`src/rtl/mpgc_pkg.sv`:
```
// ----------------------------------------------------------------------------
// mpgc_pkg
// shared types, constants and velocity shaping tables for the pad gate block
// ----------------------------------------------------------------------------
package mpgc_pkg;

  localparam int unsigned PadsDef  = 16;
  localparam int unsigned CfgIdxW  = 3;
  localparam int unsigned CfgDataW = 9;
  localparam logic [7:0]  Unmapped = 8'd128;
  localparam logic [4:0]  PadNone  = 5'd16;

  typedef enum logic [2:0] {
    ACT_MIDI   = 3'd0,
    ACT_TICK   = 3'd1,
    ACT_ARM    = 3'd2,
    ACT_CANCEL = 3'd3,
    ACT_MAP    = 3'd4
  } action_e;

  typedef enum logic [2:0] {
    CFG_NUM_PADS  = 3'd0,
    CFG_DEV_FILT  = 3'd1,
    CFG_CH_FILT   = 3'd2,
    CFG_TRIG_MODE = 3'd3,
    CFG_TRIG_LEN  = 3'd4,
    CFG_VEL_CURVE = 3'd5
  } cfg_idx_e;

  typedef enum logic [1:0] {
    MODE_PULSE  = 2'd0,
    MODE_GATE   = 2'd1,
    MODE_TOGGLE = 2'd2,
    MODE_LATCH  = 2'd3
  } trig_mode_e;

  typedef enum logic [1:0] {
    CURVE_LIN   = 2'd0,
    CURVE_SQR   = 2'd1,
    CURVE_LOG   = 2'd2,
    CURVE_FIXED = 2'd3
  } curve_e;

  typedef enum logic [1:0] {
    ST_IDLE   = 2'd0,
    ST_SEARCH = 2'd1,
    ST_APPLY  = 2'd2,
    ST_OUT    = 2'd3
  } state_e;

  typedef struct packed {
    logic [2:0] action;
    logic [3:0] device_index;
    logic [4:0] channel;
    logic [1:0] msg_kind;
    logic [7:0] note;
    logic [6:0] velocity;
    logic [3:0] pad_index;
  } item_t;

  typedef struct packed {
    logic load;    // capture input item
    logic search;  // pick pad, compute level
    logic apply;   // update pad state
    logic publish; // load output register
  } cmd_t;

  // log curve: round(65536*log2((127+9v)/127)/log2(10)), 20-step fixed point
  // only used to build a constant table at elaboration
  function automatic logic [15:0] lvl_log(input logic [6:0] v);
    logic [63:0] n, d, m, acc, q;
    n = 64'd127 + 64'd9 * {57'd0, v};
    d = 64'd127;
    acc = 64'd0;
    for (int k = 0; k < 4; k++) begin
      if (n >= (d << 1)) begin
        d = d << 1;
        acc = acc + 64'd1;
      end
    end
    m = 64'd0;
    for (int k = 30; k >= 0; k--) begin
      if ((n << 30) >= (m + (64'd1 << k)) * d) m = m + (64'd1 << k);
    end
    for (int k = 0; k < 20; k++) begin
      m = (m * m) >> 30;
      acc = acc << 1;
      if (m >= (64'd1 << 31)) begin
        m = m >> 1;
        acc = acc | 64'd1;
      end
    end
    q = 64'd0;
    for (int k = 20; k >= 0; k--) begin
      if (acc * 64'd65536 + 64'd1741647 >= (q + (64'd1 << k)) * 64'd3483294)
        q = q + (64'd1 << k);
    end
    return (q > 64'd65535) ? 16'hFFFF : q[15:0];
  endfunction

  // linear curve table, round(v*65536/127) saturated
  function automatic logic [127:0][15:0] lin_tab_init();
    logic [127:0][15:0] t;
    logic [63:0] q;
    for (int v = 0; v < 128; v++) begin
      q = (64'(v) * 64'd65536 + 64'd63) / 64'd127;
      t[v] = (q > 64'd65535) ? 16'hFFFF : q[15:0];
    end
    return t;
  endfunction

  // square curve table, round(v*v*65536/16129) saturated
  function automatic logic [127:0][15:0] sqr_tab_init();
    logic [127:0][15:0] t;
    logic [63:0] q;
    for (int v = 0; v < 128; v++) begin
      q = (64'(v) * 64'(v) * 64'd65536 + 64'd8064) / 64'd16129;
      t[v] = (q > 64'd65535) ? 16'hFFFF : q[15:0];
    end
    return t;
  endfunction

  // log curve table
  function automatic logic [127:0][15:0] log_tab_init();
    logic [127:0][15:0] t;
    for (int v = 0; v < 128; v++) begin
      t[v] = (v == 0) ? 16'd0 : lvl_log(7'(v));
    end
    return t;
  endfunction

endpackage

```
`src/rtl/midi_pad_gate_controller.sv`:
```
// ----------------------------------------------------------------------------
// midi_pad_gate_controller
// each item is captured, then passes search, apply and publish in turn;
//   the next is taken only after publish, which waits for a free output
// output register lets the next item be taken while a result still waits
// reset: asynchronous active low; pads unmapped, gates low, config to defaults
// ----------------------------------------------------------------------------
module midi_pad_gate_controller import mpgc_pkg::*; #(
  parameter int unsigned Pads = PadsDef
) (
  input  logic        clk_i,
  input  logic        rst_ni,
  input  logic        s_axis_tvalid,
  output logic        s_axis_tready,
  // action, device_index, channel, msg_kind, note, velocity, pad_index
  input  logic [39:0] s_axis_tdata,
  output logic        m_axis_tvalid,
  input  logic        m_axis_tready,
  // gate_mask, active_count, last_pad, global_velocity, learning_pad,
  // pad_velocity
  output logic [63:0] m_axis_tdata,
  input  logic        cfg_we_i,
  input  logic [CfgIdxW-1:0]  cfg_idx_i,
  input  logic [CfgDataW-1:0] cfg_data_i
);

  cmd_t  cmd;
  item_t item;
  logic [62:0] res;

  // unpack tdata, first field in the lowest bits
  always_comb begin
    item.action       = s_axis_tdata[2:0];
    item.device_index = s_axis_tdata[6:3];
    item.channel      = s_axis_tdata[11:7];
    item.msg_kind     = s_axis_tdata[13:12];
    item.note         = s_axis_tdata[21:14];
    item.velocity     = s_axis_tdata[28:22];
    item.pad_index    = s_axis_tdata[32:29];
  end

  mpgc_ctrl u_ctrl (
    .clk_i, .rst_ni,
    .in_valid_i (s_axis_tvalid),
    .in_ready_o (s_axis_tready),
    .out_valid_o(m_axis_tvalid),
    .out_ready_i(m_axis_tready),
    .cmd_o      (cmd)
  );

  mpgc_datapath #(.Pads(Pads)) u_dp (
    .clk_i, .rst_ni, .cfg_we_i, .cfg_idx_i, .cfg_data_i,
    .cmd_i (cmd),
    .item_i(item),
    .result_o(res)
  );

  assign m_axis_tdata = {1'b0, res};

endmodule

```
`src/rtl/mpgc_datapath.sv`:
```
// ----------------------------------------------------------------------------
// mpgc_datapath
// pad state, pad search, velocity shaping and result register
// ----------------------------------------------------------------------------
module mpgc_datapath import mpgc_pkg::*; #(
  parameter int unsigned Pads = PadsDef
) (
  input  logic        clk_i,
  input  logic        rst_ni,
  input  logic        cfg_we_i,
  input  logic [CfgIdxW-1:0]  cfg_idx_i,
  input  logic [CfgDataW-1:0] cfg_data_i,
  input  cmd_t        cmd_i,
  input  item_t       item_i,
  output logic [62:0] result_o
);

  localparam int unsigned PW = (Pads > 1) ? $clog2(Pads) : 1;
  localparam int unsigned CW = $clog2(Pads + 1);

  localparam logic [127:0][15:0] LinTab = lin_tab_init();
  localparam logic [127:0][15:0] SqrTab = sqr_tab_init();
  localparam logic [127:0][15:0] LogTab = log_tab_init();

  logic [4:0] num_pads_q, dev_filt_q, ch_filt_q;
  logic [1:0] mode_q, curve_q;
  logic [8:0] trig_len_q;

  logic [7:0]  note_q    [Pads];
  logic [Pads-1:0] gate_q, tog_q;
  logic [15:0] level_q   [Pads];
  logic [8:0]  elapsed_q [Pads];
  logic        latched_v_q, armed_v_q, recent_v_q;
  logic [PW-1:0] latched_q, armed_q, recent_q;
  logic [15:0] recent_lvl_q;

  item_t       it_q;
  logic        hit_q;
  logic [PW-1:0] hit_pad_q;
  logic [15:0] lvl_q;
  logic [62:0] result_q;

  logic [62:0] res_d;
  logic [15:0] mask;
  logic [CW-1:0] cnt;
  logic [15:0] pv;

  logic [CW-1:0] act_n;
  always_comb begin
    act_n = ({27'd0, num_pads_q} > 32'(Pads)) ? CW'(Pads) : CW'(num_pads_q);
  end

  // event qualification
  logic pass, is_on, is_off, learn;
  logic [7:0] eff_note [Pads];
  always_comb begin
    pass = (it_q.action == ACT_MIDI) && !it_q.note[7]
        && (dev_filt_q == 5'd0 || {1'b0, it_q.device_index} == dev_filt_q - 5'd1)
        && (ch_filt_q == 5'd0 || it_q.channel == ch_filt_q);
    is_on  = pass && it_q.msg_kind == 2'd1 && it_q.velocity != 7'd0;
    is_off = pass && (it_q.msg_kind == 2'd1 || it_q.msg_kind == 2'd2) && !is_on;
    learn  = is_on && armed_v_q && (CW'(armed_q) < act_n);
    for (int i = 0; i < Pads; i++) begin
      eff_note[i] = (learn && armed_q == PW'(i)) ? it_q.note : note_q[i];
    end
  end

  // priority search across active pads
  logic found;
  logic [PW-1:0] fpad;
  always_comb begin
    found = 1'b0;
    fpad = '0;
    for (int i = Pads - 1; i >= 0; i--) begin
      if (CW'(i) < act_n && eff_note[i] == it_q.note) begin
        found = 1'b1;
        fpad = PW'(i);
      end
    end
  end

  // velocity shaping: a constant table lookup for the lin, sqr and log curves, full scale for fixed
  logic [15:0] shaped;
  always_comb begin
    case (curve_q)
      CURVE_LIN: shaped = LinTab[it_q.velocity];
      CURVE_SQR: shaped = SqrTab[it_q.velocity];
      CURVE_LOG: shaped = LogTab[it_q.velocity];
      default:   shaped = 16'hFFFF;
    endcase
  end

  always_ff @(posedge clk_i or negedge rst_ni) begin
    if (!rst_ni) begin
      num_pads_q <= 5'd16;
      dev_filt_q <= '0;
      ch_filt_q  <= '0;
      mode_q     <= MODE_PULSE;
      trig_len_q <= 9'd10;
      curve_q    <= CURVE_LIN;
    end else if (cfg_we_i) begin
      case (cfg_idx_i)
        CFG_NUM_PADS:  num_pads_q <= cfg_data_i[4:0];
        CFG_DEV_FILT:  dev_filt_q <= cfg_data_i[4:0];
        CFG_CH_FILT:   ch_filt_q  <= cfg_data_i[4:0];
        CFG_TRIG_MODE: mode_q     <= cfg_data_i[1:0];
        CFG_TRIG_LEN:  trig_len_q <= cfg_data_i;
        CFG_VEL_CURVE: curve_q    <= cfg_data_i[1:0];
        default: ;
      endcase
    end
  end

  always_ff @(posedge clk_i) begin
    if (cmd_i.load) it_q <= item_i;
    if (cmd_i.search) begin
      hit_q     <= is_on && found;
      hit_pad_q <= fpad;
      lvl_q     <= shaped;
    end
  end

  always_ff @(posedge clk_i or negedge rst_ni) begin
    if (!rst_ni) begin
      for (int i = 0; i < Pads; i++) begin
        note_q[i]    <= Unmapped;
        level_q[i]   <= '0;
        elapsed_q[i] <= '0;
      end
      gate_q <= '0;
      tog_q <= '0;
      latched_v_q <= 1'b0;
      armed_v_q <= 1'b0;
      recent_v_q <= 1'b0;
      latched_q <= '0;
      armed_q <= '0;
      recent_q <= '0;
      recent_lvl_q <= '0;
      result_q <= '0;
    end else begin
      if (cmd_i.apply) begin
        case (it_q.action)
          ACT_MIDI: begin
            if (learn) begin
              note_q[armed_q] <= it_q.note;
              armed_v_q <= 1'b0;
            end
            if (hit_q) begin
              level_q[hit_pad_q]   <= lvl_q;
              elapsed_q[hit_pad_q] <= '0;
              recent_lvl_q <= lvl_q;
              recent_q <= hit_pad_q;
              recent_v_q <= 1'b1;
              case (mode_q)
                MODE_TOGGLE: begin
                  tog_q[hit_pad_q]  <= !tog_q[hit_pad_q];
                  gate_q[hit_pad_q] <= !tog_q[hit_pad_q];
                end
                MODE_LATCH: begin
                  if (latched_v_q && latched_q != hit_pad_q) gate_q[latched_q] <= 1'b0;
                  gate_q[hit_pad_q] <= 1'b1;
                  latched_q <= hit_pad_q;
                  latched_v_q <= 1'b1;
                end
                default: gate_q[hit_pad_q] <= 1'b1;
              endcase
            end else if (is_off && found && mode_q == MODE_GATE) begin
              gate_q[fpad] <= 1'b0;
            end
          end
          ACT_TICK: begin
            for (int i = 0; i < Pads; i++) begin
              if (elapsed_q[i] != 9'd511) elapsed_q[i] <= elapsed_q[i] + 9'd1;
              if (mode_q == MODE_PULSE && gate_q[i]
                  && ((elapsed_q[i] == 9'd511 ? 9'd511 : elapsed_q[i] + 9'd1)
                      >= trig_len_q))
                gate_q[i] <= 1'b0;
            end
          end
          ACT_ARM: begin
            if ({1'b0, it_q.pad_index} < 5'(act_n)) begin
              armed_q <= PW'(it_q.pad_index);
              armed_v_q <= 1'b1;
            end
          end
          ACT_CANCEL: armed_v_q <= 1'b0;
          ACT_MAP: begin
            if (32'(it_q.pad_index) < Pads)
              note_q[PW'(it_q.pad_index)] <= it_q.note[7] ? Unmapped : it_q.note;
          end
          default: ;
        endcase
      end
      if (cmd_i.publish) result_q <= res_d;
    end
  end

  always_comb begin
    mask = '0;
    cnt = '0;
    for (int i = 0; i < Pads; i++) begin
      if (CW'(i) < act_n && gate_q[i]) begin
        if (i < 16) mask[i] = 1'b1;
        cnt = cnt + CW'(1);
      end
    end
    pv = ({1'b0, it_q.pad_index} < 5'(act_n) && 32'(it_q.pad_index) < Pads)
       ? level_q[PW'(it_q.pad_index)] : 16'd0;
    res_d = {pv,
             armed_v_q ? 5'(armed_q) : PadNone,
             recent_lvl_q,
             recent_v_q ? 5'(recent_q) : PadNone,
             (32'(cnt) > 32'd31) ? 5'd31 : 5'(cnt),
             mask};
  end

  assign result_o = result_q;

endmodule

```
`src/rtl/mpgc_ctrl.sv`:
```
// ----------------------------------------------------------------------------
// mpgc_ctrl
// sequencer: capture, search, apply, publish, then output handshake
// ----------------------------------------------------------------------------
module mpgc_ctrl import mpgc_pkg::*; (
  input  logic clk_i,
  input  logic rst_ni,
  input  logic in_valid_i,
  output logic in_ready_o,
  output logic out_valid_o,
  input  logic out_ready_i,
  output cmd_t cmd_o
);

  state_e state_q, state_d;
  logic   ov_q, ov_d;

  always_comb begin
    state_d = state_q;
    case (state_q)
      ST_IDLE:   if (in_valid_i) state_d = ST_SEARCH;
      ST_SEARCH: state_d = ST_APPLY;
      ST_APPLY:  state_d = ST_OUT;
      ST_OUT:    if (!ov_q || out_ready_i) state_d = ST_IDLE;
      default:   state_d = ST_IDLE;
    endcase
  end

  always_comb begin
    cmd_o.load    = (state_q == ST_IDLE) && in_valid_i;
    cmd_o.search  = (state_q == ST_SEARCH);
    cmd_o.apply   = (state_q == ST_APPLY);
    cmd_o.publish = (state_q == ST_OUT) && (!ov_q || out_ready_i);
    in_ready_o    = (state_q == ST_IDLE);
    ov_d = ov_q;
    if (out_ready_i) ov_d = 1'b0;
    if (cmd_o.publish) ov_d = 1'b1;
  end

  assign out_valid_o = ov_q;

  always_ff @(posedge clk_i or negedge rst_ni) begin
    if (!rst_ni) begin
      state_q <= ST_IDLE;
      ov_q <= 1'b0;
    end else begin
      state_q <= state_d;
      ov_q <= ov_d;
    end
  end

  a_pub_once: assert property (@(posedge clk_i) disable iff (!rst_ni)
    cmd_o.load |-> ##3 (state_q == ST_OUT))
    else $error("sequence broken");
  a_no_overwrite: assert property (@(posedge clk_i) disable iff (!rst_ni)
    cmd_o.publish |-> (!ov_q || out_ready_i))
    else $error("result overwritten");
  a_one_cmd: assert property (@(posedge clk_i) disable iff (!rst_ni)
    $onehot0({cmd_o.load, cmd_o.search, cmd_o.apply, cmd_o.publish}))
    else $error("overlapping commands");

endmodule
```
`config.mk`:
```
export PLATFORM = sky130hd
export DESIGN_NAME = midi_pad_gate_controller
export DESIGN_NICKNAME = d
export VERILOG_FILES = /design/src/rtl/mpgc_pkg.sv /design/src/rtl/midi_pad_gate_controller.sv /design/src/rtl/mpgc_datapath.sv /design/src/rtl/mpgc_ctrl.sv
export SDC_FILE = /design/constraint.sdc
export NUM_CORES = 2
export LEC_CHECK = 0
export BUFFER_PORTS_ARGS = -buffer_cell sky130_fd_sc_hd__buf_2
export CELL_PAD_IN_SITES_DETAIL_PLACEMENT = 0
export CELL_PAD_IN_SITES_GLOBAL_PLACEMENT = 1
export CORE_MARGIN = 2
export CORE_UTILIZATION = 45
export DETAILED_ROUTE_END_ITERATION = 6
export GPL_TIMING_DRIVEN = 0
export PLACE_DENSITY_LB_ADDON = 0.05
export SLEW_MARGIN = 20
export SYNTH_ARGS = -nofsm -noshare
export SYNTH_HDL_FRONTEND = slang
export SYNTH_SLANG_ARGS = --single-unit
```
`constraint.sdc`:
```
create_clock -name clk_i -period 13.5 [get_ports clk_i]
set_input_delay 2.025 -clock clk_i [delete_from_list [all_inputs] [get_ports clk_i]]
set_output_delay 2.025 -clock clk_i [all_outputs]
set_load 0.005 [all_outputs]
```
==> results.cfg <==
[outcome]
status = complete, but fails checks
violations = design-rule violations

[critical_path]
crit_path_frequent_cell = ha_1
critPathSlowestCell = o21ai_0
r2r_start = u_dp.num_pads_q[1]
crit_family = adder cells
path_max_fanout = 10
crit_path_start = u_dp.num_pads_q[1]
endpoint_kind = flip-flop
arrival_ns = 12.00
cp-start-kind = flip-flop
critPathKind = reg -> reg
path_buf_inv = 6
cp.required_ns = 14.06
slowest_delay_ns = 0.54

[global_routing]
grt_pass1_wl_um = 260600
antenna_found_initial = 4
first_global_vias = 39820
grt_usage_pct = 31.95
grt_overflow = 0
grt_max_degree = 93

[synth]
yosys_warnings = 0
syn_area_um2 = 47840
synth_edf_count = 54
avgSynthCellArea_um2 = 9.547
syn_nets = 5307
synthCells = 5011
synth_cell_type_count = 98
synth-seq-area-share_pct = 41.15
async_flop_share_pct = 87.37
synth-main-ff-cell = dfrtp_1
synth-seq-cells = 784

[power]
total_power_w = 0.01127
p_leak_nw = 25.48
power.density_nw_per_um2 = 209.7
ir_drop_mv = 0.2841

[route]
drt_iter0_drc = 3687
wire_per_inst_um = 26.04
firstDrtPassIters = 7
post_drt_via_cell_ratio = 6.061
drc_errors = 8
drt_wl_total_um = 174400
drtAntennaViolNets = 0
vias = 40600

[timing]
setup_viol = 0
fin_ws_ns = 2.057
fin_setup_tns_ns = 0
skew_ns = 0.05615
tightest_slew_ns = 1.254
finalHoldViolations = 0
rsz0062_at_grt = false
max_clock_freq_mhz = 87.39
slew_violations = 0
slew_headroom_pct = 16.06
min_period_ns = 11.44
fin_crit_sh_pct = 84.76

[placement]
dpl.hpwl_um = 124600
gp_congestion = 1.037
portBuffers = 114
pre_cts_ws_ns = 2.212

[layout]
ff_latch_area_um2 = 19690
final_nets = 5524
drive_gt1_share_pct = 15.09
num-fill-cells = 9901
multi_input_area_um2 = 26550
syn2layout_area_growth_pct = 12.35
fin_util_pct = 50.99

[floorplan]
core-area_um2 = 105400
fp.dieW_um = 330.1
row_count = 119
dieHeight_um = 330.1
start_util_pct = 45.38
dieArea_um2 = 108900
ios = 123

[clock_network]
clkTransAtPathRegs_ns = 0.06
tritoncts = built
clock_path_buffers = 3
worstSkewPairLatency_ns = 0.72
cts.repair.resized = 0
numCtsBuffers = 91
clock-root-buffer = clkbuf_16
cts.sinks = 784
cts_setup_buffers = 0
htree_levels = 3
ctsHoldBuffers = 0

[hold_path]
hold_start = u_dp.latched_v_q
hp-class = reg -> reg

[flow_run]
cap_violations = 0
## stage by stage
step                hold slack (ns)  cells  instance area (µm²)
finish                       0.4738   6699                53750
global route                 0.5025   6698                53750
CTS                          0.4798   6698                53730
detailed placement           0.4658   6526                50440
global placement             0.4572   6516                50150
floorplan                    0.4404   5011                47840
## power by group
group          internal, W  switching (W)  leakage [nW]
sequential         0.00280       0.000282          10.2
clock              0.00160        0.00108          1.60
combinational      0.00199        0.00352          13.7
## layer usage
metal	vias up	routed length (µm)	global-route usage [%]
met5	-	7	0
met4	2	8493	13.41
met3	488	12860	6.762
met2	1630	77340	49.17
met1	20060	75720	43.74
li1	18420	-	-
## cell usage after synthesis (all sizes together), types with 10 or more instances
library cell,number,area (µm²)
a211oi,34,255.2
nand2,703,2639
nand4,14,87.58
or2,47,294.0
nor3,49,250.2
a32o,14,140.1
a21oi,183,915.9
o21ai,529,2648
ha,239,2990
o211ai,32,240.2
xnor3,10,227.7
nor4,43,269.0
a311oi,14,122.6
o22ai,38,237.7
nand3,93,470.5
edfxtp,54,1622
mux4,85,1914
dfxtp,45,900.9
a31oi,75,469.2
inv,93,349.1
o221ai,10,87.58
clkbuf,267,1002
xnor2,132,1164
nand2b,147,919.6
buf,60,267.7
dfstp,19,499.2
a22o,34,297.8
mux2,325,3660
o31ai,18,140.1
dfrtp,666,16670
o2111ai,21,183.9
and3,105,661.9
xor2,135,1190
nor2b,34,212.7
nor2,321,1205
and2,10,62.56
o311ai,13,121.4
a21o,137,1028
o22a,18,157.7
## kinds of logic (layout without fill, tap and decap cells)
kind of cell / count (synthesis) / count (layout) / synth area share, %
and+or+nand+nor: 1602 / 1602 / 15.39
AOI/OAI and AO/OA: 1267 / 1267 / 16.54
DFF: 784 / 784 / 41.15
buffers and inverters: 421 / 717 / 3.392
muxes: 419 / 419 / 11.84
xor gates and xnor gates: 277 / 277 / 5.396
adders and majority gates: 240 / 240 / 6.272
other: 1 / 2 / 0.007839
## layout by cell type, fill, tap and decap left out, types with 32 or more instances in the layout
master	count
dfxtp_1	45
mux4_2	85
nor2_1	320
a21o_1	137
inv_1	85
a31oi_1	75
mux2_2	325
o22ai_1	38
a22o_1	34
edfxtp_1	54
nor2b_1	34
and3_1	104
a21oi_1	183
o211ai_1	32
a211oi_1	34
nor3_1	47
clkbuf_16	93
nor4_1	43
nand2_1	703
nand2b_1	147
clkbuf_1	287
buf_2	129
ha_1	238
xor2_1	134
o21ai_0	507
buf_1	39
or2_2	45
nand3_1	92
dfrtp_1	665
xnor2_1	131
## area by class of cell
type	instances	area share [%]
multi-input combinational	3806	49.40
clock buffer	136	4.984
inverter	94	0.6565
timing repair buffer	124	1.560
sequential	784	36.63
antenna	1	0.004656
buffer	327	2.374
tap	1391	3.238
clock inverter	36	1.148
## final timing paths
path                            cells past startpoint                 end  slack [ns]
worst max-delay path                               53   u_dp.result_o[20]        2.06
min in group asynchronous                           1  u_dp.elapsed_q[83]        1.32
worst min register to register                      1    u_dp.latched_v_q        0.47
worst min-delay path                                1    u_dp.latched_v_q        0.47
max in group asynchronous                           6    u_dp.level_q[95]        9.80
worst max register to register                     53   u_dp.result_o[20]        2.06
## registers in the layout, indices dropped and copies added (netlist names), 2 cells and up, named ones only
register           flops
u_dp.level_q         256
u_dp.elapsed_q       144
u_dp.note_q          128
u_dp.result_o         63
u_dp.it_q             33
u_dp.gate_q           16
u_dp.lvl_q            16
u_dp.recent_lvl_q     16
u_dp.tog_q            16
u_dp.trig_len_q        9
u_dp.ch_filt_q         5
u_dp.dev_filt_q        5
u_dp.num_pads_q        5
u_dp.armed_q           4
u_dp.hit_pad_q         4
u_dp.latched_q         4
u_dp.recent_q          4
u_ctrl.state_q         2
u_dp.curve_q           2
u_dp.mode_q            2
## worst reg2reg max path, delay by kind of cell, from the launching register on
family                     cells  cell delay, ns
AOI/OAI and AO/OA             16            3.09
and+or+nand+nor               15            2.49
DFF                            1            0.39
buffers and inverters          6            0.81
muxes                          2            0.38
adders and majority gates     14            4.15
Note: power is estimated with default switching activity, not from simulation.
